[src/hw/rtl/rm2q_pkg.sv]
package rm2q_pkg;

    // Number formats
    localparam int FRAC_BITS  = 14;
    localparam int DATA_WIDTH = 16;
    localparam int EPS_W      = 15;
    localparam int LANES      = 3;

    // Trace / radicand width (sum of three elements plus one, signed)
    localparam int T_W    = DATA_WIDTH + 2;
    // Positive radicand shifted up by the fraction bits
    localparam int V_W    = T_W - 1 + FRAC_BITS;
    localparam int ROOT_W = (V_W + 1) / 2;
    localparam int SQ_W   = 2 * ROOT_W + 1;
    // Numerator magnitude (difference or sum of two elements)
    localparam int NUM_W  = DATA_WIDTH + 1;
    localparam int S_W    = ROOT_W + 1;
    localparam int QB     = DATA_WIDTH;
    localparam int DIVD_W = NUM_W + FRAC_BITS;
    localparam int CMP_W  = ((DIVD_W > S_W + QB) ? DIVD_W : S_W + QB) + 1;

    // Branch codes
    localparam logic [1:0] BR_TRACE = 2'd0;
    localparam logic [1:0] BR_X     = 2'd1;
    localparam logic [1:0] BR_Y     = 2'd2;
    localparam logic [1:0] BR_Z     = 2'd3;

    // Sideband carried alongside the square root
    typedef struct packed {
        logic [1:0]                       branch;
        logic                             nonpos;
        logic [LANES-1:0]                 neg;
        logic [LANES-1:0][NUM_W-1:0]      mag;
    } rm2q_side_t;

    // Result of the divider stage
    typedef struct packed {
        logic [1:0]                       branch;
        logic                             nonpos;
        logic [ROOT_W-1:0]                root;
        logic [LANES-1:0]                 neg;
        logic [LANES-1:0]                 ovf;
        logic [LANES-1:0][QB-1:0]         q;
    } rm2q_quo_t;

endpackage

[src/hw/rtl/rm2q_div.sv]
module rm2q_div
    import rm2q_pkg::*;
(
    input  logic              clk,
    input  logic              rst_n,
    input  logic              in_valid,
    output logic              in_ready,
    input  logic [ROOT_W-1:0] in_root,
    input  rm2q_side_t        in_side,
    output logic              out_valid,
    output rm2q_quo_t         out_quo,
    input  logic              out_ready
);

    localparam int N = QB;

    logic [N-1:0]                  v_reg;
    logic [LANES-1:0][CMP_W-1:0]   rem_reg [N];
    rm2q_quo_t                     quo_reg [N];

    logic [N:0]                    rdy;
    logic [N-1:0]                  p_v;
    logic [LANES-1:0][CMP_W-1:0]   p_rem   [N];
    rm2q_quo_t                     p_quo   [N];
    logic [CMP_W-1:0]              dsh     [N];
    logic [CMP_W-1:0]              s_ext;
    logic [LANES-1:0][CMP_W-1:0]   rem_next [N];
    rm2q_quo_t                     quo_next [N];

    always_comb
    begin
        rdy[N] = out_ready;
        for (int k = N - 1; k >= 0; k--)
            rdy[k] = !v_reg[k] || rdy[k+1];
    end

    // First stage takes the scaled numerators and checks for quotient overflow
    always_comb
    begin
        s_ext         = CMP_W'({in_root, 1'b0});
        p_v[0]        = in_valid;
        p_quo[0].branch = in_side.branch;
        p_quo[0].nonpos = in_side.nonpos;
        p_quo[0].root   = in_root;
        p_quo[0].neg    = in_side.neg;
        p_quo[0].q      = '0;
        for (int l = 0; l < LANES; l++)
        begin
            p_rem[0][l]     = CMP_W'({in_side.mag[l], {FRAC_BITS{1'b0}}});
            p_quo[0].ovf[l] = (p_rem[0][l] >= (s_ext << QB));
        end
        for (int k = 1; k < N; k++)
        begin
            p_v[k]   = v_reg[k-1];
            p_rem[k] = rem_reg[k-1];
            p_quo[k] = quo_reg[k-1];
        end
        for (int k = 0; k < N; k++)
            dsh[k] = CMP_W'({p_quo[k].root, 1'b0}) << (N - 1 - k);

        // One quotient bit per stage in each lane
        for (int k = 0; k < N; k++)
        begin
            quo_next[k] = p_quo[k];
            for (int l = 0; l < LANES; l++)
            begin
                if (p_rem[k][l] >= dsh[k])
                begin
                    rem_next[k][l]   = p_rem[k][l] - dsh[k];
                    quo_next[k].q[l] = p_quo[k].q[l] | (QB'(1) << (N - 1 - k));
                end
                else
                    rem_next[k][l] = p_rem[k][l];
            end
        end
    end

    always_ff @(posedge clk or negedge rst_n)
    begin
        if (!rst_n)
            v_reg <= '0;
        else
        begin
            for (int k = 0; k < N; k++)
                if (rdy[k])
                    v_reg[k] <= p_v[k];
        end
    end

    always_ff @(posedge clk)
    begin
        for (int k = 0; k < N; k++)
        begin
            if (rdy[k] && p_v[k])
            begin
                rem_reg[k] <= rem_next[k];
                quo_reg[k] <= quo_next[k];
            end
        end
    end

    assign in_ready  = rdy[0];
    assign out_valid = v_reg[N-1];
    assign out_quo   = quo_reg[N-1];

endmodule

[config.mk]
export PLATFORM = sky130hd
export DESIGN_NAME = rm2q_div
export DESIGN_NICKNAME = d
export VERILOG_FILES = /design/src/hw/rtl/rm2q_pkg.sv /design/src/hw/rtl/rm2q_div.sv
export SDC_FILE = /design/constraint.sdc
export NUM_CORES = 2
export LEC_CHECK = 0
export ABC_AREA = 1
export BUFFER_PORTS_ARGS = -buffer_cell sky130_fd_sc_hd__buf_2
export CORE_UTILIZATION = 45
export CTS_CLUSTER_DIAMETER = 50
export DETAILED_ROUTE_END_ITERATION = 10
export PLACE_DENSITY_LB_ADDON = 0.15
export SLEW_MARGIN = 20
export SYNTH_ARGS = -nofsm -noshare
export SYNTH_HDL_FRONTEND = slang
export SYNTH_SLANG_ARGS = --single-unit
[constraint.sdc]
create_clock -name clk -period 9.9 [get_ports clk]
set_clock_uncertainty 0.2 [all_clocks]
set_input_delay 0.99 -clock clk [delete_from_list [all_inputs] [get_ports clk]]
set_output_delay 0.99 -clock clk [all_outputs]
set_load 0.01 [all_outputs]
==> results_dict.tcl <==
set metrics [dict create \
    cts_sinks 1955 \
    core-area_sq_um 268000 \
    rsz0062_at_grt "false" \
    avgSynthCellArea_sq_um 8.94 \
    status "complete, no violations" \
    ys.warnings.count 0 \
    insertion_delay_ps 890 \
    power_mw 43.8 \
    grt_overflow 0 \
    yosys-top-cells-area "edfxtp_1 48%, nand2_1 9.3%, ha_1 8.3%" \
    drtIter0Drc 7044 \
    syn_inst 13600 \
    crit_required_ps 8710 \
    grtUsageTotal_pct 25.7 \
    cts_max_level 5 \
    ant_nets 0 \
    power.share.switching_pct 41.6 \
    die_y_microns 522 \
    slew_headroom_pct 32.6 \
    synth.yosys.seq_area_share_pct 48.2 \
    grt_max_degree 131 \
    routed_wl_microns 355000 \
    syn2layout_area_growth_pct 11.2 \
    viasPerCell 5.33 \
    regArea_sq_um 58600 \
    place_hpwl_microns 288000 \
    final.setup.tns_ps 0 \
    synth_edf_count 1939 \
    fillers 25300 \
    post-route-period-util_pct 42.9 \
    drive_gt1_share_pct 6.94 \
    post_cts_buffers 0 \
    synth_top_area_share_pct 47.8 \
    clk_path_buf_depth 4 \
    dieWidth_microns 522 \
    rows 190 \
    largest_reg_flops 1131 \
    tightest_slew_ps 1010 \
    multi_input_area_sq_um 56100 \
    dr_total_vias 94200 \
    first_pass_iters 8 \
    power_frac_seq_pct 34.8 \
    gp_congestion 0.998 \
    synth_cell_types 73 \
    critPathCaptureType "primary output" \
    synth_seq_cells 1955 \
    yosys.area.top_type "edfxtp_1" \
    syn_nets 14500 \
    async_flop_share_pct 0.818 \
    power_density_nw_per_um2 324 \
    finalMaxSlewViolations 0 \
    crit_arrival_ps 3060 \
    num-nets-final 14800 \
    clockPowerShare_pct 22.1 \
    comb_power_share_pct 43.1 \
    die-area_sq_um 273000 \
    grt_pass1_wl_microns 538000 \
    synth_common_cells "3,017 x nand2_1, 1,939 x edfxtp_1, 1,562 x inv_1" \
    grt_pass1_vias 92200 \
    p_leak_nw 54.1 \
    ys.flop_type "edfxtp_1" \
    wl_per_cell_microns 20.1 \
    drv_cap 0 \
    finalSetupViolations 0 \
    path_class "reg2out" \
    min_period_ps 4250 \
    initial_core_util_pct 45.3 \
    finalHoldViolCount 0 \
    root_buffer "clkbuf_16" \
    yosys.cell_count.top_type "nand2_1" \
    fmax_mhz 235 \
    clkTransAtPathRegs_ps 60 \
    antenna_found_initial 9 \
    power.switching_mw 18.2 \
    portBuffers 151 \
    critPathLaunchType "register" \
    irDropWorstVdd_mv 0.199 \
    whs_ps 85.0 \
    drc 0 \
    cts_made_buffers 269 \
    netlist_area_sq_um 122000 \
    hp-class "in2reg" \
    internal-power_mw 25.6 \
    ios 152 \
    crit_fanout 4 \
    cts_tree "yes" \
    cts_resized 0 \
]
==> layout make-up <==
cell class	instances	share of cell area (%)
Sequential cell	1955	43.3
Multi-Input combinational cell	9895	41.4
Clock buffer	315	5.20
Inverter	1605	4.48
Tap cell	3552	3.28
Clock inverter	166	1.47
Timing Repair Buffer	188	0.793
Antenna cell	9	0.0166
==> per-layer routing <==
| layer | vias up | track usage [%] | wire length, microns |
|---|---|---|---|
| li1 | 47500 | - | - |
| met3 | 658 | 2.92 | 14900 |
| met5 | - | 0 | 0 |
| met2 | 2107 | 44.5 | 171000 |
| met4 | 0 | 10.9 | 16300 |
| met1 | 44000 | 32.4 | 153000 |
==> power by group through the flow <==
stage	Combinational [mW]	Sequential, mW	Clock (mW)
floorplan	13.8	14.6	0
finish	18.9	15.3	9.66
detailed placement	18.7	15.4	0
CTS	18.8	15.3	9.87
global placement	18.6	15.4	0
global route	21.1	15.5	10.2
==> critical path, stage by stage, from the launching register on <==
cell	delay [ps]
dfrtp_1	380
nand4_1	170
nor2_2	250
nand4_2	170
nor2_2	290
nand2_1	120
nor2_1	160
nand3_1	140
nor2_2	200
nand4_1	140
buf_2	170
==> final timing paths <==
kind / start / to / slack, ps / depth (start not counted)
setup / recovery: v_reg[15]$_DFFE_PN0P_ / in_ready / 5650 / 10
hold / removal: in_side[54] / quo_reg[0][70]$_DFFE_PP_ / 80 / 1
setup reg to reg: quo_reg[1][360]$_DFFE_PP_ / rem_reg[1][598]$_DFFE_PP_ / 6180 / 11
hold reg to reg: quo_reg[0][306]$_DFFE_PP_ / quo_reg[0][379]$_DFFE_PP_ / 210 / 0
max in group asynchronous: rst_n / v_reg[9]$_DFFE_PN0P_ / 8890 / 2
min in group asynchronous: rst_n / v_reg[12]$_DFFE_PN0P_ / 350 / 2
==> cell usage in the layout, fill, tap and decap left out, types with 204 or more instances in the layout <==
master / n
nand2_1: 3017
edfxtp_1: 1939
inv_1: 1554
nor2_1: 1246
a21oi_1: 1010
o21ai_0: 904
ha_1: 804
nand3_1: 651
xnor2_1: 410
xor2_1: 326
clkbuf_16: 274
nand4_1: 220
o21ai_1: 204
==> cell families after synthesis <==
logic type,synth area share [%]
adder cells (fa/ha/maj),9.01
AO/OA/AOI/OAI,11.6
XOR/XNOR,5.30
buffers and inverters,5.80
AND/OR/NAND/NOR,20.1
flip-flops,48.2
==> metrics by stage <==
| stage | instances | worst slack, ps | instance area [sq um] | utilization (%) |
|---|---|---|---|---|
| final | 17700 | 5650 | 135000 | 50.4 |
| after global routing | 17700 | 5320 | 135000 | 50.4 |
| after CTS | 17700 | 5550 | 135000 | 50.4 |
| after detailed placement | 17200 | 5510 | 126000 | 47.1 |
| after global placement | 17200 | 5590 | 126000 | 47.1 |
| after floorplan | 13600 | 1420 | 122000 | - |
==> timing repair <==
| action | CTS | global route |
|---|---|---|
| endpoints found under the hold margin | 16 | 0 |
| setup endpoints to repair | 0 | 0 |
| hold buffers | 1 | 0 |
Note: power is estimated with default switching activity, not from simulation.
