--- src/hw/rtl/rm2q_pkg.sv ---
package rm2q_pkg;

    // Number formats
    localparam int FRAC_BITS  = 14;
    localparam int DATA_WIDTH = 16;
    localparam int EPS_W      = 15;
    localparam int LANES      = 3;

    // Trace / radicand width (sum of three elements plus one, signed)
    localparam int T_W    = DATA_WIDTH + 2;
    // Positive radicand shifted up by the fraction bits
    localparam int V_W    = T_W - 1 + FRAC_BITS;
    localparam int ROOT_W = (V_W + 1) / 2;
    localparam int SQ_W   = 2 * ROOT_W + 1;
    // Numerator magnitude (difference or sum of two elements)
    localparam int NUM_W  = DATA_WIDTH + 1;
    localparam int S_W    = ROOT_W + 1;
    localparam int QB     = DATA_WIDTH;
    localparam int DIVD_W = NUM_W + FRAC_BITS;
    localparam int CMP_W  = ((DIVD_W > S_W + QB) ? DIVD_W : S_W + QB) + 1;

    // Branch codes
    localparam logic [1:0] BR_TRACE = 2'd0;
    localparam logic [1:0] BR_X     = 2'd1;
    localparam logic [1:0] BR_Y     = 2'd2;
    localparam logic [1:0] BR_Z     = 2'd3;

    // Sideband carried alongside the square root
    typedef struct packed {
        logic [1:0]                       branch;
        logic                             nonpos;
        logic [LANES-1:0]                 neg;
        logic [LANES-1:0][NUM_W-1:0]      mag;
    } rm2q_side_t;

    // Result of the divider stage
    typedef struct packed {
        logic [1:0]                       branch;
        logic                             nonpos;
        logic [ROOT_W-1:0]                root;
        logic [LANES-1:0]                 neg;
        logic [LANES-1:0]                 ovf;
        logic [LANES-1:0][QB-1:0]         q;
    } rm2q_quo_t;

endpackage

--- src/hw/rtl/rm2q_sqrt.sv ---
module rm2q_sqrt
    import rm2q_pkg::*;
(
    input  logic              clk,
    input  logic              rst_n,
    input  logic              in_valid,
    output logic              in_ready,
    input  logic [V_W-1:0]    in_rad,
    input  rm2q_side_t        in_side,
    output logic              out_valid,
    output logic [ROOT_W-1:0] out_root,
    output rm2q_side_t        out_side,
    input  logic              out_ready
);

    localparam int N = ROOT_W;

    logic [N-1:0]      v_reg;
    logic [SQ_W-1:0]   rem_reg  [N];
    logic [ROOT_W-1:0] res_reg  [N];
    rm2q_side_t        side_reg [N];

    logic [N:0]        rdy;
    logic [N-1:0]      p_v;
    logic [SQ_W-1:0]   p_rem    [N];
    logic [ROOT_W-1:0] p_res    [N];
    rm2q_side_t        p_side   [N];
    logic [SQ_W-1:0]   inc      [N];

    // A stage moves when it is empty or the next one moves
    always_comb
    begin
        rdy[N] = out_ready;
        for (int k = N - 1; k >= 0; k--)
            rdy[k] = !v_reg[k] || rdy[k+1];
    end

    // Stage inputs and trial increment: (res + 2^b)^2 - res^2
    always_comb
    begin
        p_v[0]    = in_valid;
        p_rem[0]  = SQ_W'(in_rad);
        p_res[0]  = '0;
        p_side[0] = in_side;
        for (int k = 1; k < N; k++)
        begin
            p_v[k]    = v_reg[k-1];
            p_rem[k]  = rem_reg[k-1];
            p_res[k]  = res_reg[k-1];
            p_side[k] = side_reg[k-1];
        end
        for (int k = 0; k < N; k++)
            inc[k] = (SQ_W'(p_res[k]) << (N - k)) + (SQ_W'(1) << (2 * (N - 1 - k)));
    end

    always_ff @(posedge clk or negedge rst_n)
    begin
        if (!rst_n)
            v_reg <= '0;
        else
        begin
            for (int k = 0; k < N; k++)
                if (rdy[k])
                    v_reg[k] <= p_v[k];
        end
    end

    // One root bit per stage
    always_ff @(posedge clk)
    begin
        for (int k = 0; k < N; k++)
        begin
            if (rdy[k] && p_v[k])
            begin
                side_reg[k] <= p_side[k];
                if (p_rem[k] >= inc[k])
                begin
                    rem_reg[k] <= p_rem[k] - inc[k];
                    res_reg[k] <= p_res[k] | (ROOT_W'(1) << (N - 1 - k));
                end
                else
                begin
                    rem_reg[k] <= p_rem[k];
                    res_reg[k] <= p_res[k];
                end
            end
        end
    end

    assign in_ready  = rdy[0];
    assign out_valid = v_reg[N-1];
    assign out_root  = res_reg[N-1];
    assign out_side  = side_reg[N-1];

endmodule

--- config.mk ---
export PLATFORM = sky130hd
export DESIGN_NAME = rm2q_sqrt
export DESIGN_NICKNAME = d
export VERILOG_FILES = /design/src/hw/rtl/rm2q_pkg.sv /design/src/hw/rtl/rm2q_sqrt.sv
export SDC_FILE = /design/constraint.sdc
export NUM_CORES = 1
export LEC_CHECK = 0
export ABC_CLOCK_PERIOD_IN_PS = 16530
export BUFFER_PORTS_ARGS = -buffer_cell sky130_fd_sc_hd__buf_2
export CAP_MARGIN = 20
export CORE_ASPECT_RATIO = 1.1
export CORE_MARGIN = 1.5
export CORE_UTILIZATION = 37
export CTS_CLUSTER_DIAMETER = 200
export DETAILED_ROUTE_END_ITERATION = 7
export PLACE_DENSITY_LB_ADDON = 0.15
export SLEW_MARGIN = 20
export SYNTH_ARGS = -nofsm -noshare
export SYNTH_HDL_FRONTEND = slang
export SYNTH_SLANG_ARGS = --single-unit
export TNS_END_PERCENT = 100
--- constraint.sdc ---
create_clock -name clk -period 16.53 [get_ports clk]
set_input_delay 2.4795 -clock clk [delete_from_list [all_inputs] [get_ports clk]]
set_output_delay 2.4795 -clock clk [all_outputs]
set_load 0.01 [all_outputs]
==> qor.txt <==
status -> completed
critical path required time -> 14.05 ns
num ports -> 167
DRT Pass-1 Iters -> 5
CTS clk-pin slew, worst paths -> 0.06 ns
IO Port Bufs -> 166
power density cells -> 151 nW/um^2
fmax -> 135 MHz
Total Routing Usage GR -> 12.6%
worst skew pair latency -> 0.77 ns
WL/cell -> 17.3 um
Worst Skew -> 0.0213 ns
ys flop type -> edfxtp_1
crit start category -> input pin
area of the multi-input gates -> 10,300 um^2
largest net degree at the start of global routing -> 79
initial antenna violation count -> 5
CP Class -> in2out
total vias in the final route -> 26,438
root buf cell -> clkbuf_16
slew margin rel. -> 33.1%
Sequential Area -> 46,700 um^2
initial DRC count -> 1,274
first-pass GRT wire length -> 153,000 um
minimum clock period -> 7.38 ns
Die Y -> 417 um
htree depth -> 4
max reg flops -> 912
Min-Delay Path Class -> reg2reg
Final period util -> 44.7%
TritonCTS buffer count -> 163
Final ANT Viol Nets -> 0
hold_buf cts -> 0
Yosys cell types -> 81
mapped cell area -> 57,700 um^2
crit path DAT -> 4.90 ns
CP max FO -> 6
Fill cells -> 13,566
Die Area -> 158,000 um^2
post-DP HPWL -> 69,000 um
Peak VDD IR -> 0.105 mV
largest buffer count on any clock path -> 3
cts repair resizes -> 0
placed insts -> 5,480
syn avg cell area -> 17.8 um^2
Starting Density -> 37.4%
Die Width -> 380 um
fin nets -> 3,820
synthesized instance count -> 3,251
synth warn -> 0
RSZ-0062 raised after global routing -> false
final setup fails -> 0
total congestion overflow -> 0
sequential element share of the synthesized area -> 80.9%
FF+latch count, synth -> 1,558
vias in the first global route -> 27,198
FFs w/ async S/R, synth -> 1.03%
final non-filler cell total -> 5,773
Max-Cap Viols -> 0
DRC violations left -> 0
floorplan core area -> 154,000 um^2
Core Util, Final -> 43.0%
most common cell after layout, fill and taps aside -> edfxtp_1
most frequent cells in the layout -> 1,542 x edfxtp_1, 175 x inv_1, 167 x clkbuf_16
Post-CTS Setup Inserts -> 0
Area growth syn-to-layout -> 14.9%
Worst-Margin Slew -> 1.00 ns
EDFF count, synth -> 1,542
row count -> 151
wirelength, routed -> 99,700 um
CP endpoint kind -> primary output
setup TNS -> 0 ns
layout cells sized above 1 -> 12.7%
Mapped Nets -> 3,491
Pleak -> 23.6 nW
GP Congestion -> 0.878
Max Slew Vio Count -> 0
vias per cell -> 4.58
number of clock sinks -> 1,558
final hold vios -> 0
CTS tree -> yes
synthesized netlist by cell type, types with 5 or more instances:
| master | n | share of area, % |
|---|---|---|
| o41ai_1 | 5 | 0.076 |
| nor4_2 | 5 | 0.11 |
| buf_2 | 8 | 0.069 |
| or2_2 | 13 | 0.14 |
| mux2i_1 | 8 | 0.14 |
| nor3_1 | 66 | 0.57 |
| nand2_1 | 165 | 1.1 |
| mux2_2 | 20 | 0.39 |
| ha_1 | 148 | 3.2 |
| a211o_1 | 6 | 0.091 |
| nor2b_1 | 25 | 0.27 |
| nand2b_1 | 50 | 0.54 |
| a21oi_1 | 99 | 0.86 |
| a21boi_0 | 5 | 0.065 |
| clkbuf_1 | 16 | 0.10 |
| o21ai_0 | 132 | 1.1 |
| o211ai_1 | 10 | 0.13 |
| nand4_1 | 27 | 0.29 |
| xnor2_1 | 104 | 1.6 |
| o21bai_1 | 9 | 0.12 |
| xor2_1 | 94 | 1.4 |
| inv_1 | 179 | 1.2 |
| a211oi_1 | 13 | 0.17 |
| nand3b_1 | 7 | 0.091 |
| nor4_1 | 68 | 0.74 |
| nand4b_1 | 8 | 0.12 |
| nand3_1 | 37 | 0.32 |
| or4_1 | 24 | 0.31 |
| a21o_1 | 28 | 0.36 |
| nor4b_1 | 15 | 0.23 |
| and2_1 | 18 | 0.20 |
| dfrtp_1 | 16 | 0.69 |
| o21a_1 | 32 | 0.42 |
| a31oi_1 | 8 | 0.087 |
| edfxtp_1 | 1542 | 80 |
| nor2_1 | 127 | 0.83 |
| or3_1 | 30 | 0.33 |
| o31ai_1 | 9 | 0.12 |
where the power goes:
part           internal [mW]  total, mW  switching, mW
registers               5.19       5.48          0.283
logic                  0.402       1.13          0.724
clock network           2.00       3.42           1.42
layer usage:
layer / GRT usage [%] / vias to the layer above / wire length (um)
met2: 23.1 / 464 / 52000
met1: 13.7 / 12584 / 39900
li1: - / 13166 / -
met3: 2.84 / 218 / 4110
met4: 5.62 / 6 / 3650
met5: 0 / - / 41
kinds of logic after synthesis:
group           after synthesis  share of synthesized area [%]
simple gates                718                           6.71
buf+inv                     206                           1.38
flops                      1558                           80.9
xor+xnor                    198                           3.00
compound gates              394                           4.24
mux                          29                          0.548
fa+ha+maj                   148                           3.21
path summary, 6_finish.rpt:
kind | from | endpoint | slack, ns | depth (start not counted)
hold / removal | side_reg[1][17]$_DFFE_PP_ | side_reg[1][74]$_DFFE_PP_ | 0.41 | 0
hold reg to reg | side_reg[1][17]$_DFFE_PP_ | side_reg[1][74]$_DFFE_PP_ | 0.41 | 0
setup / recovery | out_ready | in_ready | 9.15 | 9
max in group asynchronous | rst_n | v_reg[14]$_DFFE_PN0P_ | 14.52 | 1
setup reg to reg | v_reg[14]$_DFFE_PN0P_ | side_reg[0][46]$_DFFE_PP_ | 12.89 | 9
min in group asynchronous | rst_n | v_reg[0]$_DFFE_PN0N_ | 1.66 | 1
final cells by class:
cell class | count | share of cell area (%)
diodes | 2 | 0.00754
clock inverters | 67 | 0.907
clock buffers | 224 | 6.70
multi-input cells | 1487 | 15.5
flip-flops and latches | 1558 | 70.4
repair buffers | 191 | 1.54
inverters | 179 | 1.03
well taps | 2065 | 3.89
stage by stage:
step / power (mW) / cell area, um^2 / hold slack, ns / worst slack, ns
4_1_cts: 10.2 / 66300 / 0.413 / 9.17
3_5_place_dp: 6.72 / 61300 / 0.405 / 9.20
5_1_grt: 10.5 / 66300 / 0.418 / 8.99
6_report: 10.0 / 66300 / 0.406 / 9.15
2_1_floorplan: 6.31 / 57700 / 0.400 / 3.60
3_3_place_gp: 6.70 / 61300 / 0.400 / 9.21
worst max-delay path: stages:
cell      delay [ns]
buf_2           0.11
nand4b_1        0.39
or4_1           0.64
nor2_1          0.36
nand4_1         0.20
or2_2           0.35
inv_1           0.06
nand2_1         0.12
buf_2           0.18
No activity file was read; power rests on OpenSTA's default activity.
