$ cat src/hw/rtl/rm2q_pkg.sv
package rm2q_pkg;

    // Number formats
    localparam int FRAC_BITS  = 14;
    localparam int DATA_WIDTH = 16;
    localparam int EPS_W      = 15;
    localparam int LANES      = 3;

    // Trace / radicand width (sum of three elements plus one, signed)
    localparam int T_W    = DATA_WIDTH + 2;
    // Positive radicand shifted up by the fraction bits
    localparam int V_W    = T_W - 1 + FRAC_BITS;
    localparam int ROOT_W = (V_W + 1) / 2;
    localparam int SQ_W   = 2 * ROOT_W + 1;
    // Numerator magnitude (difference or sum of two elements)
    localparam int NUM_W  = DATA_WIDTH + 1;
    localparam int S_W    = ROOT_W + 1;
    localparam int QB     = DATA_WIDTH;
    localparam int DIVD_W = NUM_W + FRAC_BITS;
    localparam int CMP_W  = ((DIVD_W > S_W + QB) ? DIVD_W : S_W + QB) + 1;

    // Branch codes
    localparam logic [1:0] BR_TRACE = 2'd0;
    localparam logic [1:0] BR_X     = 2'd1;
    localparam logic [1:0] BR_Y     = 2'd2;
    localparam logic [1:0] BR_Z     = 2'd3;

    // Sideband carried alongside the square root
    typedef struct packed {
        logic [1:0]                       branch;
        logic                             nonpos;
        logic [LANES-1:0]                 neg;
        logic [LANES-1:0][NUM_W-1:0]      mag;
    } rm2q_side_t;

    // Result of the divider stage
    typedef struct packed {
        logic [1:0]                       branch;
        logic                             nonpos;
        logic [ROOT_W-1:0]                root;
        logic [LANES-1:0]                 neg;
        logic [LANES-1:0]                 ovf;
        logic [LANES-1:0][QB-1:0]         q;
    } rm2q_quo_t;

endpackage

$ cat src/hw/rtl/rm2q_front.sv
module rm2q_front
    import rm2q_pkg::*;
(
    input  logic                         clk,
    input  logic                         rst_n,
    input  logic                         in_valid,
    output logic                         in_ready,
    input  logic signed [DATA_WIDTH-1:0] m00,
    input  logic signed [DATA_WIDTH-1:0] m01,
    input  logic signed [DATA_WIDTH-1:0] m02,
    input  logic signed [DATA_WIDTH-1:0] m10,
    input  logic signed [DATA_WIDTH-1:0] m11,
    input  logic signed [DATA_WIDTH-1:0] m12,
    input  logic signed [DATA_WIDTH-1:0] m20,
    input  logic signed [DATA_WIDTH-1:0] m21,
    input  logic signed [DATA_WIDTH-1:0] m22,
    input  logic [EPS_W-1:0]             eps,
    output logic                         out_valid,
    output logic [V_W-1:0]               out_rad,
    output rm2q_side_t                   out_side,
    input  logic                         out_ready
);

    localparam logic signed [T_W-1:0] ONE = T_W'(1) <<< FRAC_BITS;

    logic                        v_reg;
    logic [V_W-1:0]              rad_reg;
    rm2q_side_t                  side_reg;

    logic signed [T_W-1:0]       e00, e11, e22, t, rad, eps_s;
    logic signed [NUM_W-1:0]     na, nb, nc, np, nq, nr;
    logic signed [NUM_W-1:0]     lane [LANES];
    logic [1:0]                  br;
    rm2q_side_t                  side_next;
    logic [V_W-1:0]              rad_next;

    assign in_ready = !v_reg || out_ready;

    // Trace test, branch select and radicand
    always_comb
    begin
        e00   = T_W'(m00);
        e11   = T_W'(m11);
        e22   = T_W'(m22);
        eps_s = $signed({{(T_W-EPS_W){1'b0}}, eps});
        t     = e00 + e11 + e22 + ONE;
        if (t > eps_s)
        begin
            br  = BR_TRACE;
            rad = t;
        end
        else if (m00 > m11 && m00 > m22)
        begin
            br  = BR_X;
            rad = ONE + e00 - e11 - e22;
        end
        else if (m11 > m22)
        begin
            br  = BR_Y;
            rad = ONE + e11 - e00 - e22;
        end
        else
        begin
            br  = BR_Z;
            rad = ONE + e22 - e00 - e11;
        end
        rad_next = {rad[T_W-2:0], {FRAC_BITS{1'b0}}};
    end

    // Numerators, routed to the three divider lanes
    always_comb
    begin
        na = NUM_W'(m21) - NUM_W'(m12);
        nb = NUM_W'(m02) - NUM_W'(m20);
        nc = NUM_W'(m10) - NUM_W'(m01);
        np = NUM_W'(m01) + NUM_W'(m10);
        nq = NUM_W'(m02) + NUM_W'(m20);
        nr = NUM_W'(m12) + NUM_W'(m21);
        case (br)
            BR_TRACE: begin lane[0] = na; lane[1] = nb; lane[2] = nc; end
            BR_X:     begin lane[0] = np; lane[1] = nq; lane[2] = na; end
            BR_Y:     begin lane[0] = np; lane[1] = nr; lane[2] = nb; end
            default:  begin lane[0] = nq; lane[1] = nr; lane[2] = nc; end
        endcase
        side_next.branch = br;
        side_next.nonpos = (rad <= 0);
        for (int l = 0; l < LANES; l++)
        begin
            side_next.neg[l] = lane[l][NUM_W-1];
            side_next.mag[l] = lane[l][NUM_W-1] ? NUM_W'(-lane[l]) : NUM_W'(lane[l]);
        end
    end

    always_ff @(posedge clk or negedge rst_n)
    begin
        if (!rst_n)
            v_reg <= 1'b0;
        else if (in_ready)
            v_reg <= in_valid;
    end

    always_ff @(posedge clk)
    begin
        if (in_ready && in_valid)
        begin
            rad_reg  <= rad_next;
            side_reg <= side_next;
        end
    end

    assign out_valid = v_reg;
    assign out_rad   = rad_reg;
    assign out_side  = side_reg;

endmodule

$ cat config.mk
export PLATFORM = sky130hd
export DESIGN_NAME = rm2q_front
export DESIGN_NICKNAME = d
export VERILOG_FILES = /design/src/hw/rtl/rm2q_pkg.sv /design/src/hw/rtl/rm2q_front.sv
export SDC_FILE = /design/constraint.sdc
export NUM_CORES = 1
export LEC_CHECK = 0
export BUFFER_PORTS_ARGS = -buffer_cell sky130_fd_sc_hd__buf_2
export CORE_MARGIN = 2
export CORE_UTILIZATION = 60
export CTS_CLUSTER_DIAMETER = 120
export DETAILED_ROUTE_END_ITERATION = 10
export PLACE_DENSITY_LB_ADDON = 0.25
export SLEW_MARGIN = 40
export SYNTH_ARGS = -nofsm -noshare
export SYNTH_HDL_FRONTEND = slang
export SYNTH_SLANG_ARGS = --single-unit
$ cat constraint.sdc
create_clock -name clk -period 3.35 [get_ports clk]
set_input_delay 0.1675 -clock clk [delete_from_list [all_inputs] [get_ports clk]]
set_output_delay 0.1675 -clock clk [all_outputs]
set_load 0.01 [all_outputs]
==> results.json, run 1 <==
{
  "cts.path.max_buffers": 2,
  "top_cells_by_area_in_the_synthesized_netlist": "sky130_fd_sc_hd__ha_1 (25%), sky130_fd_sc_hd__edfxtp_1 (13%), sky130_fd_sc_hd__fa_1 (8.9%), sky130_fd_sc_hd__xnor2_1 (5.7%), sky130_fd_sc_hd__inv_1 (4.8%)",
  "cts_made_buffers": 9,
  "synthDominantAreaCellType": "sky130_fd_sc_hd__ha_1",
  "yosys_register_bits": 75,
  "die-width_um": 171,
  "run.stop_error": "[ERROR GRT-0232] Routing congestion too high. Check the congestion heatmap in the GUI.",
  "yosysWarningCount": 0,
  "floorplan.initialDensity": 0.606,
  "top_level_ports": 253,
  "grt_max_degree": 45,
  "post_synth.cell_area_avg_um2": 8.52,
  "result_of_the_run": "stopped before the end",
  "grt_remaining_overflow": 65,
  "lastStage": "5_1_grt",
  "dp_hpwl_um": 53700,
  "clock_tree.root_cell": "sky130_fd_sc_hd__clkbuf_16",
  "async_set_reset_flop_share_out_of_synthesis": 0.0133,
  "ys_dominant_reg_cell": "sky130_fd_sc_hd__edfxtp_1",
  "worst-endpoint-pin-kind": "register input",
  "synth-edff-count": 74,
  "std_cell_rows": 61,
  "gr-usage-all-layers": 0.733,
  "post-synth-top-count-cell": "sky130_fd_sc_hd__ha_1",
  "synth_area_um2": 16700,
  "cts.sinks": 75,
  "synth.top_cells.by_count": "sky130_fd_sc_hd__ha_1 (328), sky130_fd_sc_hd__inv_1 (212), sky130_fd_sc_hd__nor2_1 (156), sky130_fd_sc_hd__a21oi_1 (146), sky130_fd_sc_hd__xnor2_1 (108)",
  "post-synth-top-area-fraction": 0.246,
  "gp_congestion": 0.972,
  "cts.htree.levels": 3,
  "repair-timing-grt-worst-ep": "out_side[49]$_DFFE_PP_/D",
  "synth-seq-area-share": 0.135,
  "die-height_um": 171,
  "placement.io_buffers": 238,
  "count_of_distinct_cell_types_in_the_synthesized_netlist": 100,
  "netlist_instances": 1959
}
==> metal layers <==
metal / GRT overflow / GRT usage
met1: 3 / 0.758
met2: 27 / 0.879
met3: 6 / 0.629
met4: 29 / 0.586
met5: 0 / 0.471
==> per-stage QoR <==
| step | worst slack (ps) | instances | hold slack, ps | area [um^2] |
|---|---|---|---|---|
| floorplan | -1850 | 1972 | -128 | 17200 |
| global placement | -2310 | 3035 | -57.4 | 22300 |
| detailed placement | -2580 | 3036 | -54.6 | 22400 |
| CTS | -1920 | 3101 | 41.1 | 23700 |
==> cell families after synthesis <==
group / synth area share
flip-flops: 0.135
other: 0.000225
AO/OA/AOI/OAI: 0.202
XOR/XNOR: 0.0845
multiplexers: 0.0223
AND/OR/NAND/NOR: 0.148
buffers and inverters: 0.0738
adder cells (fa/ha/maj): 0.335
==> what timing repair did <==
action | in CTS
hold buffers | 1
buffers inserted | 51
gates resized for setup | 129
pin swaps | 47
endpoints found under the hold margin | 1
gates cloned | 1
setup endpoints to repair | 73
==> run 2: changes to the inputs <==
--- a/config.mk
+++ b/config.mk
@@ -7,10 +7,9 @@
 export LEC_CHECK = 0
 export BUFFER_PORTS_ARGS = -buffer_cell sky130_fd_sc_hd__buf_2
 export CORE_MARGIN = 2
-export CORE_UTILIZATION = 60
-export CTS_CLUSTER_DIAMETER = 120
+export CORE_UTILIZATION = 40
 export DETAILED_ROUTE_END_ITERATION = 10
-export PLACE_DENSITY_LB_ADDON = 0.25
+export PLACE_DENSITY_LB_ADDON = 0.15
 export SLEW_MARGIN = 40
 export SYNTH_ARGS = -nofsm -noshare
 export SYNTH_HDL_FRONTEND = slang
==> run 2 against run 1 <==
  * The flow now finishes, with violations (setup timing)
  * Synthesized cell count stayed put
  * Area after synthesis unchanged
==> results.json, run 2 <==
{
  "rrSetupSlack_ps": 1640,
  "cts.clk_slew.worst_paths_ps": 60,
  "count_of_distinct_cell_types_in_the_synthesized_netlist": 100,
  "routed-via-count": 17590,
  "max-slew-margin-rel": 0.445,
  "detail_route.iter0.violations": 1218,
  "via_count_of_the_first_global_routing_pass": 17582,
  "post-route-util": 0.610,
  "period_minus_slack_ps": 5410,
  "grt_pass1_wl_um": 98000,
  "antennaDiodeCount": 0,
  "post_synth.cell_area_avg_um2": 8.52,
  "power_density_over_the_cells_nw_per_um2": 675,
  "timing.critical_path.slowest_cell_delay_ps": 630,
  "r2r-start": "out_valid",
  "placedInstanceArea_um2": 22700,
  "crit_chain": "buf_2 -> fa_1 -> ha_1 -> ha_1 -> or4_1 -> a21oi_2 -> nor3_1 -> xor2_1 -> ha_1 -> nand4_1 -> a211oi_2 -> o31ai_1 -> nand3_1 -> a21oi_4 -> a21oi_4 -> or4_4 -> o311a_1 -> and4bb_2 -> and3_4 -> a41oi_2 -> xnor2_1",
  "fin_area_um2": 25000,
  "cellLeakagePower_uw": 0.0122,
  "synthDominantAreaCellType": "sky130_fd_sc_hd__ha_1",
  "yosys.area_share.xor_xnor": 0.0845,
  "share_of_the_synthesized_area_in_compound_gates_ao_oa_aoi_oai": 0.202,
  "die-height_um": 208,
  "cp-startpoint": "m00[7]",
  "top_cells_by_area_in_the_synthesized_netlist": "sky130_fd_sc_hd__ha_1 (25%), sky130_fd_sc_hd__edfxtp_1 (13%), sky130_fd_sc_hd__fa_1 (8.9%), sky130_fd_sc_hd__xnor2_1 (5.7%), sky130_fd_sc_hd__inv_1 (4.8%)",
  "worstHoldPathType": "input pin to flip-flop",
  "drive_above_1_share": 0.403,
  "synth_mux_area_frac": 0.0223,
  "criticalPathCategory": "input pin to flip-flop",
  "remaining_drc_errors": 0,
  "actual_transition_at_the_worst_max_transition_pin_ps": 827,
  "synth.top_cells.by_count": "sky130_fd_sc_hd__ha_1 (328), sky130_fd_sc_hd__inv_1 (212), sky130_fd_sc_hd__nor2_1 (156), sky130_fd_sc_hd__a21oi_1 (146), sky130_fd_sc_hd__xnor2_1 (108)",
  "worst-path-max-fanout": 5,
  "worst_hold_slack_ps": 20.9,
  "placement.io_buffers": 238,
  "synth_top_family_by_area": "adder cells",
  "routed_wire_length_per_instance_um": 19.6,
  "cts_made_buffers": 9,
  "area_delta_synth_final_pct": 49.9,
  "commonest_cells_after_routing_fill_and_taps_aside": "sky130_fd_sc_hd__buf_4 (554), sky130_fd_sc_hd__ha_1 (322), sky130_fd_sc_hd__buf_2 (237), sky130_fd_sc_hd__inv_1 (201), sky130_fd_sc_hd__nor2_1 (129)",
  "cts.sinks": 75,
  "nNetsFinal": 3333,
  "regToRegEndpoint": "out_side[32]",
  "crit_path_start_kind": "input pin",
  "post-synth-top-area-fraction": 0.246,
  "floorplan.initialDensity": 0.407,
  "cts.htree.levels": 3,
  "rr_worst_depth": 3,
  "dieArea_um2": 43400,
  "grt_antenna_before_repair": 0,
  "req_time_crit_path_ps": 3450,
  "maxCapViolCount": 0,
  "synth-edff-count": 74,
  "synth-seq-area-share": 0.135,
  "async_set_reset_flop_share_out_of_synthesis": 0.0133,
  "synth_area_um2": 16700,
  "insertion_delay_ps": 360,
  "dp_hpwl_um": 53900,
  "finalSetupViolCount": 73,
  "clock_tree.root_cell": "sky130_fd_sc_hd__clkbuf_16",
  "synth_adder_area_share": 0.335,
  "gp_congestion": 0.962,
  "yosys_register_bits": 75,
  "number_of_iterations_in_the_first_detailed_routing_pass": 5,
  "min_period_over_period": 1.62,
  "ys_dominant_reg_cell": "sky130_fd_sc_hd__edfxtp_1",
  "gr-usage-all-layers": 0.291,
  "synth_area_in_simple_gates": 0.148,
  "largest_register_ffs": 57,
  "grt_setup_unrepaired": "yes",
  "grt_remaining_overflow": 0,
  "worst_ir_drop_vdd_mv": 0.365,
  "clock-skew-final_ps": 13.1,
  "most_common_cell_after_layout_fill_and_taps_aside": "sky130_fd_sc_hd__buf_4",
  "post-synth-top-count-cell": "sky130_fd_sc_hd__ha_1",
  "cp-end-kind": "flip-flop",
  "ant_nets": 0,
  "timing.final.hold_violations": 0,
  "result_of_the_run": "complete, but fails checks",
  "violations_in_the_final_reports": "setup timing",
  "critPathSlowestCell": "sky130_fd_sc_hd__fa_1",
  "core_region_area_um2": 41000,
  "top_level_ports": 253,
  "crit_path_end": "out_side[49]",
  "std_cell_rows": 74,
  "timing.final.ws_setup_ps": -2060,
  "die-width_um": 208,
  "final_max_slew_viol_count": 0,
  "crit_arrival_ps": 5520,
  "cpMostUsedCell": "sky130_fd_sc_hd__ha_1",
  "cts_tree": "built",
  "cts.path.max_buffers": 2,
  "netlist_instances": 1959,
  "maxClockFrequency_ghz": 0.185,
  "drt-vias-per-instance": 5.32,
  "yosysWarningCount": 0,
  "grt_max_degree": 43,
  "drt-total-wl_um": 64900
}
==> run 2: cell counts after synthesis <==
No cell type changed its count.
==> run 2: worst min-delay path by stage <==
stage,startpoint,end,slack (ps),cells past startpoint
3_5_place_dp,rst_n,out_valid,-60,1
2_1_floorplan,rst_n,out_valid,-130,0
5_1_grt,in_valid,out_valid,30,2
3_3_place_gp,rst_n,out_valid,-60,1
4_1_cts,in_valid,out_valid,10,2
6_report,in_valid,out_valid,20,2
==> run 2: metrics by stage <==
stage / setup slack, ps / TNS [ps] / total power, uW / std cells
global placement: -2340 / -146570 / 12500 / 3209
detailed placement: -2550 / -156520 / 12600 / 3209
CTS: -1940 / -117630 / 15700 / 3283
floorplan: -1850 / -111350 / 7860 / 1972
finish: -2060 / -127420 / 16900 / 3305
global route: -2220 / -136360 / 17800 / 3305
==> run 2: worst max-delay path: cells and delay by family <==
| family | cells | cell delay, ps |
|---|---|---|
| simple gates | 7 | 2060 |
| fa+ha+maj | 4 | 1430 |
| compound gates | 7 | 1200 |
| xor+xnor | 2 | 510 |
| buf+inv | 1 | 120 |
==> run 2: cell type report <==
class,instances,area [um^2]
multi-input combinational,1604,14600
tap,532,666
sequential,75,2250
clock inverter,6,71.3
timing repair buffer,865,6390
clock buffer,10,229
inverter,213,830
fill,3644,16000
==> run 2: layer usage <==
metal,part of all wire,track usage
met2,0.44,0.451
met4,0.017,0.0590
met5,0,0
met1,0.47,0.412
met3,0.077,0.0652
==> run 2: cell families after synthesis <==
| kind of cell | count (synthesis) |
|---|---|
| buffers and inverters | 294 |
| AOI/OAI and AO/OA | 504 |
| DFF | 75 |
| adders and majority gates | 402 |
| other | 1 |
| xor gates and xnor gates | 161 |
| muxes | 36 |
| and+or+nand+nor | 486 |
==> run 2: power by group <==
part	switching [uW]	internal [uW]
Sequential	217	1730
Combinational	7080	6830
Clock	444	586
Total	7740	9150
==> run 2: timing repair <==
action,4_1_cts,5_1_grt
buffers inserted,58,34
hold buffers,1,0
endpoints found under the setup margin,73,73
pin swaps,78,72
endpoints found under the hold margin,1,0
gates resized for setup,178,109
gates cloned,5,0
Power figures use the tool's default switching activity.
