--- config.mk ---
export PLATFORM = sky130hd
export DESIGN_NAME = rm2q_out
export DESIGN_NICKNAME = d
export VERILOG_FILES = /design/src/hw/rtl/rm2q_pkg.sv /design/src/hw/rtl/rm2q_out.sv
export SDC_FILE = /design/constraint.sdc
export NUM_CORES = 1
export LEC_CHECK = 0
export BUFFER_PORTS_ARGS = -buffer_cell sky130_fd_sc_hd__buf_2
export CAP_MARGIN = 30
export CORE_UTILIZATION = 48
export DETAILED_ROUTE_END_ITERATION = 10
export GPL_ROUTABILITY_DRIVEN = 0
export PLACE_DENSITY_LB_ADDON = 0.2
export SETUP_SLACK_MARGIN = 0.5
export SYNTH_ARGS = -nofsm -noshare
export SYNTH_HDL_FRONTEND = slang
export SYNTH_SLANG_ARGS = --single-unit
--- constraint.sdc ---
create_clock -name clk -period 2.6 [get_ports clk]
set_input_delay 0 -clock clk [delete_from_list [all_inputs] [get_ports clk]]
set_output_delay 0 -clock clk [all_outputs]
set_load 0.005 [all_outputs]
--- src/hw/rtl/rm2q_pkg.sv ---
package rm2q_pkg;

    // Number formats
    localparam int FRAC_BITS  = 14;
    localparam int DATA_WIDTH = 16;
    localparam int EPS_W      = 15;
    localparam int LANES      = 3;

    // Trace / radicand width (sum of three elements plus one, signed)
    localparam int T_W    = DATA_WIDTH + 2;
    // Positive radicand shifted up by the fraction bits
    localparam int V_W    = T_W - 1 + FRAC_BITS;
    localparam int ROOT_W = (V_W + 1) / 2;
    localparam int SQ_W   = 2 * ROOT_W + 1;
    // Numerator magnitude (difference or sum of two elements)
    localparam int NUM_W  = DATA_WIDTH + 1;
    localparam int S_W    = ROOT_W + 1;
    localparam int QB     = DATA_WIDTH;
    localparam int DIVD_W = NUM_W + FRAC_BITS;
    localparam int CMP_W  = ((DIVD_W > S_W + QB) ? DIVD_W : S_W + QB) + 1;

    // Branch codes
    localparam logic [1:0] BR_TRACE = 2'd0;
    localparam logic [1:0] BR_X     = 2'd1;
    localparam logic [1:0] BR_Y     = 2'd2;
    localparam logic [1:0] BR_Z     = 2'd3;

    // Sideband carried alongside the square root
    typedef struct packed {
        logic [1:0]                       branch;
        logic                             nonpos;
        logic [LANES-1:0]                 neg;
        logic [LANES-1:0][NUM_W-1:0]      mag;
    } rm2q_side_t;

    // Result of the divider stage
    typedef struct packed {
        logic [1:0]                       branch;
        logic                             nonpos;
        logic [ROOT_W-1:0]                root;
        logic [LANES-1:0]                 neg;
        logic [LANES-1:0]                 ovf;
        logic [LANES-1:0][QB-1:0]         q;
    } rm2q_quo_t;

endpackage

--- src/hw/rtl/rm2q_out.sv ---
module rm2q_out
    import rm2q_pkg::*;
(
    input  logic                         clk,
    input  logic                         rst_n,
    input  logic                         in_valid,
    output logic                         in_ready,
    input  rm2q_quo_t                    in_quo,
    output logic                         out_valid,
    input  logic                         out_stall,
    output logic signed [DATA_WIDTH-1:0] quat_x,
    output logic signed [DATA_WIDTH-1:0] quat_y,
    output logic signed [DATA_WIDTH-1:0] quat_z,
    output logic signed [DATA_WIDTH-1:0] quat_w,
    output logic [1:0]                   branch_taken,
    output logic                         degenerate
);

    localparam int XW = ROOT_W + DATA_WIDTH;
    localparam logic [QB-1:0] MAXP = {1'b0, {(QB-1){1'b1}}};
    localparam logic [QB-1:0] MINM = {1'b1, {(QB-1){1'b0}}};

    logic                  v_reg;
    logic [DATA_WIDTH-1:0] x_reg, y_reg, z_reg, w_reg;
    logic [1:0]            br_reg;
    logic                  dg_reg;

    logic [DATA_WIDTH-1:0] c    [LANES];
    logic [DATA_WIDTH-1:0] qc;
    logic [XW-1:0]         half;
    logic [DATA_WIDTH-1:0] x_next, y_next, z_next, w_next;
    logic                  dg_next;

    // Saturate sign and magnitude to a signed code
    function automatic logic [DATA_WIDTH-1:0] sat_q(input logic neg, input logic ovf,
                                                     input logic [QB-1:0] q);
        logic [QB-1:0] lim;
        if (neg)
        begin
            lim = (ovf || q > MINM) ? MINM : q;
            return DATA_WIDTH'(-lim);
        end
        lim = (ovf || q > MAXP) ? MAXP : q;
        return DATA_WIDTH'(lim);
    endfunction

    assign in_ready = !v_reg || !out_stall;

    // Component codes and placement by branch
    always_comb
    begin
        for (int l = 0; l < LANES; l++)
            c[l] = sat_q(in_quo.neg[l], in_quo.ovf[l], in_quo.q[l]);
        half = XW'(in_quo.root >> 1);
        qc   = (half > XW'(MAXP)) ? DATA_WIDTH'(MAXP) : DATA_WIDTH'(half);
        case (in_quo.branch)
            BR_TRACE: begin x_next = c[0]; y_next = c[1]; z_next = c[2]; w_next = qc;   end
            BR_X:     begin x_next = qc;   y_next = c[0]; z_next = c[1]; w_next = c[2]; end
            BR_Y:     begin x_next = c[0]; y_next = qc;   z_next = c[1]; w_next = c[2]; end
            default:  begin x_next = c[0]; y_next = c[1]; z_next = qc;   w_next = c[2]; end
        endcase
        dg_next = in_quo.nonpos || (in_quo.root == '0);
        if (dg_next)
        begin
            x_next = '0;
            y_next = '0;
            z_next = '0;
            w_next = '0;
        end
    end

    always_ff @(posedge clk or negedge rst_n)
    begin
        if (!rst_n)
            v_reg <= 1'b0;
        else if (in_ready)
            v_reg <= in_valid;
    end

    always_ff @(posedge clk)
    begin
        if (in_ready && in_valid)
        begin
            x_reg  <= x_next;
            y_reg  <= y_next;
            z_reg  <= z_next;
            w_reg  <= w_next;
            br_reg <= in_quo.branch;
            dg_reg <= dg_next;
        end
    end

    assign out_valid    = v_reg;
    assign quat_x       = x_reg;
    assign quat_y       = y_reg;
    assign quat_z       = z_reg;
    assign quat_w       = w_reg;
    assign branch_taken = br_reg;
    assign degenerate   = dg_reg;

    // Degenerate results carry all-zero components
    a_degen_zero: assert property (@(posedge clk) disable iff (!rst_n)
        out_valid && degenerate |-> quat_x == '0 && quat_y == '0 && quat_z == '0 && quat_w == '0)
        else $error("degenerate result with nonzero component");

    // The root-derived component is never negative
    a_trace_w_pos: assert property (@(posedge clk) disable iff (!rst_n)
        out_valid && branch_taken == BR_TRACE |-> !quat_w[DATA_WIDTH-1])
        else $error("negative w on trace path");

    a_z_pos: assert property (@(posedge clk) disable iff (!rst_n)
        out_valid && branch_taken == BR_Z |-> !quat_z[DATA_WIDTH-1])
        else $error("negative z on z branch");

endmodule

==> impl_metrics.yaml, run 1 <==
status:
  status: "finished clean"
job:
  max_cap_viol_count: 0
sta:
  slew_headroom_pct: 50.6
  rsz0062_at_grt: "false"
  layout_min_cycle_time_ns: 1.93
  skew_ns: 0.0114
  worst_slew_pin_slew_ns: 0.731
  fin_setup_tns_ns: 0
  timing_hold_violations_final: 0
  maxSlewViolCount: 0
  post-route-period-util_pct: 74.3
  timing.fmax_mhz: 517
  setup_violations: 0
route:
  via_count: 5859
  route.detailed.drc: 0
  drtIter0Drc: 753
  viasPerCell: 6.55
  drt_wl_total_um: 17400
  ant_nets: 0
  wl_per_cell_um: 19.5
  dr.pass1.iters: 6
layout:
  layout_common_cells: "145 x buf_2, 79 x nor2_1, 67 x edfxtp_1"
  syn_to_final_growth_pct: 22.5
  instances_no_fill: 895
  final_common_cell: "buf_2"
  nets: 838
  layout-drive-gt1-share_pct: 27.0
  n_antenna_cell: 0
floorplanning:
  fp.dieW_um: 107
  io_pins: 146
  die-area_um2: 11400
  rows: 37
  initial_utilization_pct: 50.2
  core_area_um2: 10500
  die_h_um: 107
cts:
  tritoncts: "yes"
  htreeDepth: 3
  cts_setup_buffers: 0
  cts_root_buf: "clkbuf_8"
  cts_num_sinks: 68
  cts.clk_slew.worst_paths_ns: 0.09
  clock_latency_ns: 0.36
  cts_buffers: 9
  cts.path.max_buffers: 2
min_path:
  hp-class: "in2reg"
  hold_depth: 2
  min_to: "quat_y[5]"
  min-delay-start: "in_quo[60]"
synth:
  synth_edf_count: 67
  avgSynthCellArea_um2: 8.53
  synth_area_leaders: "edfxtp_1 38%, nor2_1 5.7%, nand2_1 4.0%"
  ys_warn_count: 0
  synth_largest_area_cell: "edfxtp_1"
  synth_area_um2: 5250
  netlist.area_leader.share_pct: 38.3
  synth_cell_types: 74
  ys_seq_elements: 68
  yosysSeqAreaShare_pct: 38.8
  syn_inst: 615
  synth_nets: 699
  async_reset_ff_share_pct: 1.47
  synth_ff_type: "edfxtp_1"
setup_path:
  endpoint_kind: "flip-flop"
  cp.buffers_inverters: 4
  reg2regPathDepth: 3
  path_delay_family: "buffers and inverters"
  crit_chain: "dlygate4sd3_1 -> buf_2 -> inv_1 -> ha_1 -> inv_1 -> nor2_1 -> nand2_1 -> nor2_1 -> a221o_1"
  worst_ep_arrival_time_ns: 2.05
  worst-r2r-setup-slack_ns: 1.25
  worst-path-max-fanout: 7
  worstReg2RegEnd: "quat_z[6]"
  cpPeakStageDelay_ns: 0.53
  cp-start-kind: "input port"
  crit_cells: 9
  critPathSlowestCell: "dlygate4sd3_1"
  required_ns: 2.72
  critPathKind: "in2reg"
  reg2reg_from: "out_valid"
power:
  ir_drop_uv: 354
  seqPwrFrac_pct: 42.7
  p_comb_share_pct: 25.1
  clock_power_share_pct: 32.1
  sw_frac_of_total_pct: 30.5
  power.total_uw: 3110
  p_leak_uw: 0.00253
  p_int_uw: 2160
  p_switching_uw: 951
  powerDensity_nw_per_um2: 484
global_route:
  antenna_found_initial: 0
  track_usage_pct: 30.3
  grt_overflow: 0
  grt_pass1_vias: 5034
  grt_max_degree: 68
  grt_pass1_wl_um: 26700
placement:
  dp.cells: 873
  port_buffers: 145
  dpl.hpwl_um: 12700
[worst max-delay path by stage]
stage / end / slack [ns] / from
finish: quat_y[10] / 0.67 / in_quo[71]
global route: quat_y[10] / 0.55 / in_quo[71]
CTS: quat_x[8] / 0.63 / in_quo[72]
detailed placement: quat_y[4] / 0.33 / in_quo[48]
global placement: quat_y[4] / 0.40 / in_quo[48]
floorplan: quat_z[4] / 0.56 / in_quo[47]
[flip-flops by register name, summed over array words and instances (netlist names)]
signal,flops
branch_taken,2
degenerate,1
quat_y,16
out_valid,1
quat_w,16
quat_z,16
quat_x,16
[what timing repair did]
item	in CTS	in global routing
endpoints found under the hold margin	4	0
hold buffers	6	0
endpoints found under the setup margin	0	6
gates resized for setup	0	4
[cells by family (layout without fill, tap and decap cells)]
group | after synthesis | after routing | synth area share (%)
xor gates and xnor gates | 2 | 2 | 0.334
DFF | 68 | 68 | 38.8
AOI/OAI and AO/OA | 201 | 201 | 26.4
muxes | 13 | 13 | 2.50
and+or+nand+nor | 267 | 267 | 26.0
adders and majority gates | 7 | 7 | 1.67
buffers and inverters | 57 | 201 | 4.24
[stage by stage]
| stage | setup WS (ns) | hold WS (ns) | util [%] | cell area [um2] |
|---|---|---|---|---|
| final | 0.667 | 0.0450 | 61.5 | 6430 |
| after detailed placement | 0.335 | -0.222 | 58.6 | 6130 |
| after global placement | 0.397 | -0.225 | 58.6 | 6130 |
| after floorplan | 0.564 | -0.296 | - | 5250 |
| after CTS | 0.625 | 0.0451 | 61.3 | 6410 |
| after global routing | 0.549 | 0.0615 | 61.5 | 6430 |
[routing by layer]
layer	wire, um	vias up	global-route usage [%]
met5	0	-	0
met2	7690	442	44.7
li1	-	2668	-
met3	2050	45	6.69
met4	488	0	10.5
met1	7190	2704	43.6
[final cells by class]
cell class / count / area, um2
sequential: 68 / 2040
clock inverter: 6 / 86.3
multi-input combinational: 490 / 3010
timing repair buffer: 169 / 933
tap: 136 / 170
clock buffer: 10 / 138
fill: 937 / 4030
inverter: 16 / 60.1
[synth_stat cells (all sizes together), types with 8 or more instances]
master / number
nor2: 80
edfxtp: 67
nand2: 57
o21ai: 42
a21oi: 35
clkbuf: 32
nor3: 28
nand3: 23
nor4: 17
inv: 16
a31oi: 13
o211ai: 13
mux2i: 12
nand4: 11
o21a: 10
buf: 9
or3: 9
a22oi: 8
nand2b: 8
o221ai: 8
o31ai: 8
[power by group through the flow]
stage | Clock [uW] | Sequential (uW) | Combinational (uW)
after floorplan | 0 | 1360 | 407
after global placement | 0 | 1350 | 741
after detailed placement | 0 | 1350 | 747
after CTS | 994 | 1330 | 760
after global routing | 1040 | 1330 | 844
final | 1000 | 1330 | 782
(Power assumes the default switching activity.)
==> run 2, diff against run 1 <==
Settings changed: CORE_UTILIZATION 48 to 54.
Clock period 2.6 ns to 1.8 ns, I/O delays scaled along.
==> impl_metrics.yaml, run 2 <==
synth:
  synthTopCellsByCount: "80 x nor2_1, 67 x edfxtp_1, 56 x nand2_1"
  synth_cell_types: 74
  synth_largest_area_cell: "edfxtp_1"
  yosysSeqAreaShare_pct: 38.8
  avgSynthCellArea_um2: 8.53
  ys_seq_elements: 68
  synth_ff_type: "edfxtp_1"
  ys_warn_count: 0
  synth_most_common_cell: "nor2_1"
  synth_edf_count: 67
  syn_inst: 615
  synth_area_um2: 5250
  synth_nets: 699
  synth_area_leaders: "edfxtp_1 38%, nor2_1 5.7%, nand2_1 4.0%"
  netlist.area_leader.share_pct: 38.3
  async_reset_ff_share_pct: 1.47
floorplanning:
  initial_utilization_pct: 56.3
  fp.dieW_um: 101
  die_h_um: 101
  rows: 35
  io_pins: 146
placement:
  dpl.hpwl_um: 15100
  port_buffers: 145
  dp.cells: 983
  pre_cts_ws_ns: -0.177
cts:
  cts_num_sinks: 68
  cts_root_buf: "clkbuf_8"
  cts.path.max_buffers: 2
  htreeDepth: 3
  cts_buffers: 9
global_route:
  grt_overflow: 1065
  grt_max_degree: 33
  track_usage_pct: 103
status:
  flow.stopped_at: "global routing"
  tool.error: "[ERROR GRT-0232] Routing congestion too high. Check the congestion heatmap in the GUI."
  status: "stopped before the end"
sta:
  worst-ep-kind: "register input"
  grt-worst-endpoint: "quat_z[14]$_SDFFCE_PP0P_/D"
[run 2: repair_timing]
action                                 in CTS
pin swaps                                  61
gates resized for setup                   125
setup endpoints to repair                  95
buffers inserted                           22
gates cloned                                1
endpoints found under the hold margin       4
hold buffers                                6
[run 2: through the flow]
| stage | utilization (%) | hold WS (ns) | instance area, um2 | TNS, ns |
|---|---|---|---|---|
| after floorplan | - | -0.296 | 5650 | 0 |
| after global placement | 78.5 | -0.226 | 7320 | -1.14 |
| after detailed placement | 78.5 | -0.222 | 7320 | -2.09 |
| after CTS | 89.3 | 0.0697 | 8330 | 0 |
[run 2: routing by layer]
metal  GRT overflow  track usage [%]
met1              2             88.0
met2            814              142
met3              5             71.8
met4            244              121
met5              0             31.3
[run 2: cells by family after synthesis]
kind of cell | synth area share, %
fa+ha+maj | 1.67
xor+xnor | 0.334
buf+inv | 4.24
mux | 2.50
simple gates | 26.0
flops | 38.8
compound gates | 26.4
==> run 3, diff against run 2 <==
Settings changed: CORE_UTILIZATION 54 to 39, PLACE_DENSITY_LB_ADDON 0.2 to 0.15, SETUP_SLACK_MARGIN 0.5 to default.
==> impl_metrics.yaml, run 3 (synthesized netlist as in run 1, its figures left out) <==
status:
  status: "finished clean"
layout:
  syn_to_final_growth_pct: 47.9
  nets: 984
  fill_cells: 1186
  layout_common_cells: "162 x buf_4, 145 x buf_2, 77 x nor2_1"
  n_antenna_cell: 0
  final_util_pct: 58.9
  final_common_cell: "buf_4"
  final_area_um2: 7760
  layout-drive-gt1-share_pct: 40.2
min_path:
  min-delay-start: "in_quo[68]"
  hp-class: "in2reg"
cts:
  cts.path.max_buffers: 2
  cts_root_buf: "clkbuf_16"
  tritoncts: "yes"
  cts_buffers: 9
  cts.clk_slew.worst_paths_ns: 0.06
  htreeDepth: 3
  clock_latency_ns: 0.34
  cts_num_sinks: 68
setup_path:
  cp-start-kind: "input port"
  crit_path_start: "in_quo[72]"
  critPathSlowestCell: "dlygate4sd3_1"
  worst-path-max-fanout: 4
  crit_chain: "buf_2 -> dlygate4sd3_1 -> buf_4 -> ha_1 -> nor3_1 -> a22oi_1 -> o21ai_0"
  required_ns: 1.93
  cpPeakStageDelay_ns: 0.58
  endpoint_kind: "flip-flop"
  worst_ep_arrival_time_ns: 1.88
  reg2reg_from: "out_valid"
  critPathKind: "in2reg"
route:
  dr.pass1.iters: 6
  drt_wl_total_um: 19900
  via_count: 6443
  viasPerCell: 5.96
  route.detailed.drc: 0
  drtIter0Drc: 648
  ant_nets: 0
  wl_per_cell_um: 18.4
power:
  p_comb_share_pct: 27.8
  sw_frac_of_total_pct: 29.8
  seqPwrFrac_pct: 37.5
  clock_power_share_pct: 34.7
  ir_drop_uv: 476
  p_leak_uw: 0.00329
  p_int_uw: 3600
  powerDensity_nw_per_um2: 660
  p_switching_uw: 1530
placement:
  dpl-instance-area_um2: 7330
  pre_cts_ws_ns: -0.349
  port_buffers: 145
  dpl.hpwl_um: 15700
floorplanning:
  fp.dieW_um: 118
  initial_utilization_pct: 39.8
  die-area_um2: 13900
  die_h_um: 118
  rows: 42
  io_pins: 146
  core_area_um2: 13200
sta:
  post-route-period-util_pct: 97.4
  timing.fmax_mhz: 570
  worst_slew_pin_slew_ns: 0.717
  timing_hold_violations_final: 0
  layout_min_cycle_time_ns: 1.75
  slew_headroom_pct: 51.6
  worst_slack_ns: 0.0465
  skew_ns: 0.00595
  maxSlewViolCount: 0
  setup_violations: 0
  fin_setup_tns_ns: 0
global_route:
  track_usage_pct: 28.8
  grt_overflow: 0
  grt_max_degree: 68
  antenna_found_initial: 0
  grt_pass1_vias: 6033
  grt_pass1_wl_um: 31800
job:
  max_cap_viol_count: 0
[run 3: cell type report]
cell class / count / area [um2] / area share [%]
inverter: 16 / 60.1 / 0.774
sequential: 68 / 2040 / 26.2
multi-input combinational: 490 / 3100 / 40.0
clock inverter: 7 / 75.1 / 0.967
clock buffer: 9 / 225 / 2.90
tap: 176 / 220 / 2.84
timing repair buffer: 315 / 2040 / 26.3
[run 3: per-layer routing]
layer | vias up | routed length [um] | GRT usage (%)
met2 | 393 | 8990 | 45.5
met1 | 3011 | 8410 | 39.0
met5 | - | 0 | 0
met3 | 67 | 1730 | 4.26
li1 | 2972 | - | -
met4 | 0 | 777 | 12.3
[run 3: worst max-delay path, delay by kind of cell]
kind                       cells  cell delay (ns)
adders and majority gates      1             0.24
buffers and inverters          3             0.86
and+or+nand+nor                1             0.45
AOI/OAI and AO/OA              2             0.33
[run 3: metrics by stage]
step	hold slack (ns)	total power, uW	instances
floorplan	-0.296	2560	615
global placement	-0.225	3300	1059
detailed placement	-0.222	3320	1059
CTS	0.119	5100	1081
global route	0.158	5310	1081
finish	0.129	5120	1081
[run 3: power by group through the flow]
stage	clock network [uW]	registers, uW	logic [uW]
floorplan	0	1960	600
global placement	0	1950	1350
detailed placement	0	1950	1370
CTS	1790	1920	1390
global route	1850	1930	1530
finish	1780	1920	1420
[run 3: final timing paths]
path                       cells past startpoint  slack, ns          to
setup / recovery                               7       0.05   quat_z[9]
hold / removal                                 4       0.13  quat_y[13]
setup reg to reg                               3       0.46   quat_z[9]
hold reg to reg                                3       1.05   quat_x[7]
max in group asynchronous                      3       1.18   out_valid
min in group asynchronous                      3       0.51   out_valid
[run 3: timing repair]
item / in CTS / in global routing
endpoints found under the setup margin: 1 / 19
hold buffers: 6 / 0
pin swaps: 0 / 0
setup buffers: 0 / 0
gates resized for setup: 1 / 13
hold endpoints to repair: 4 / 0
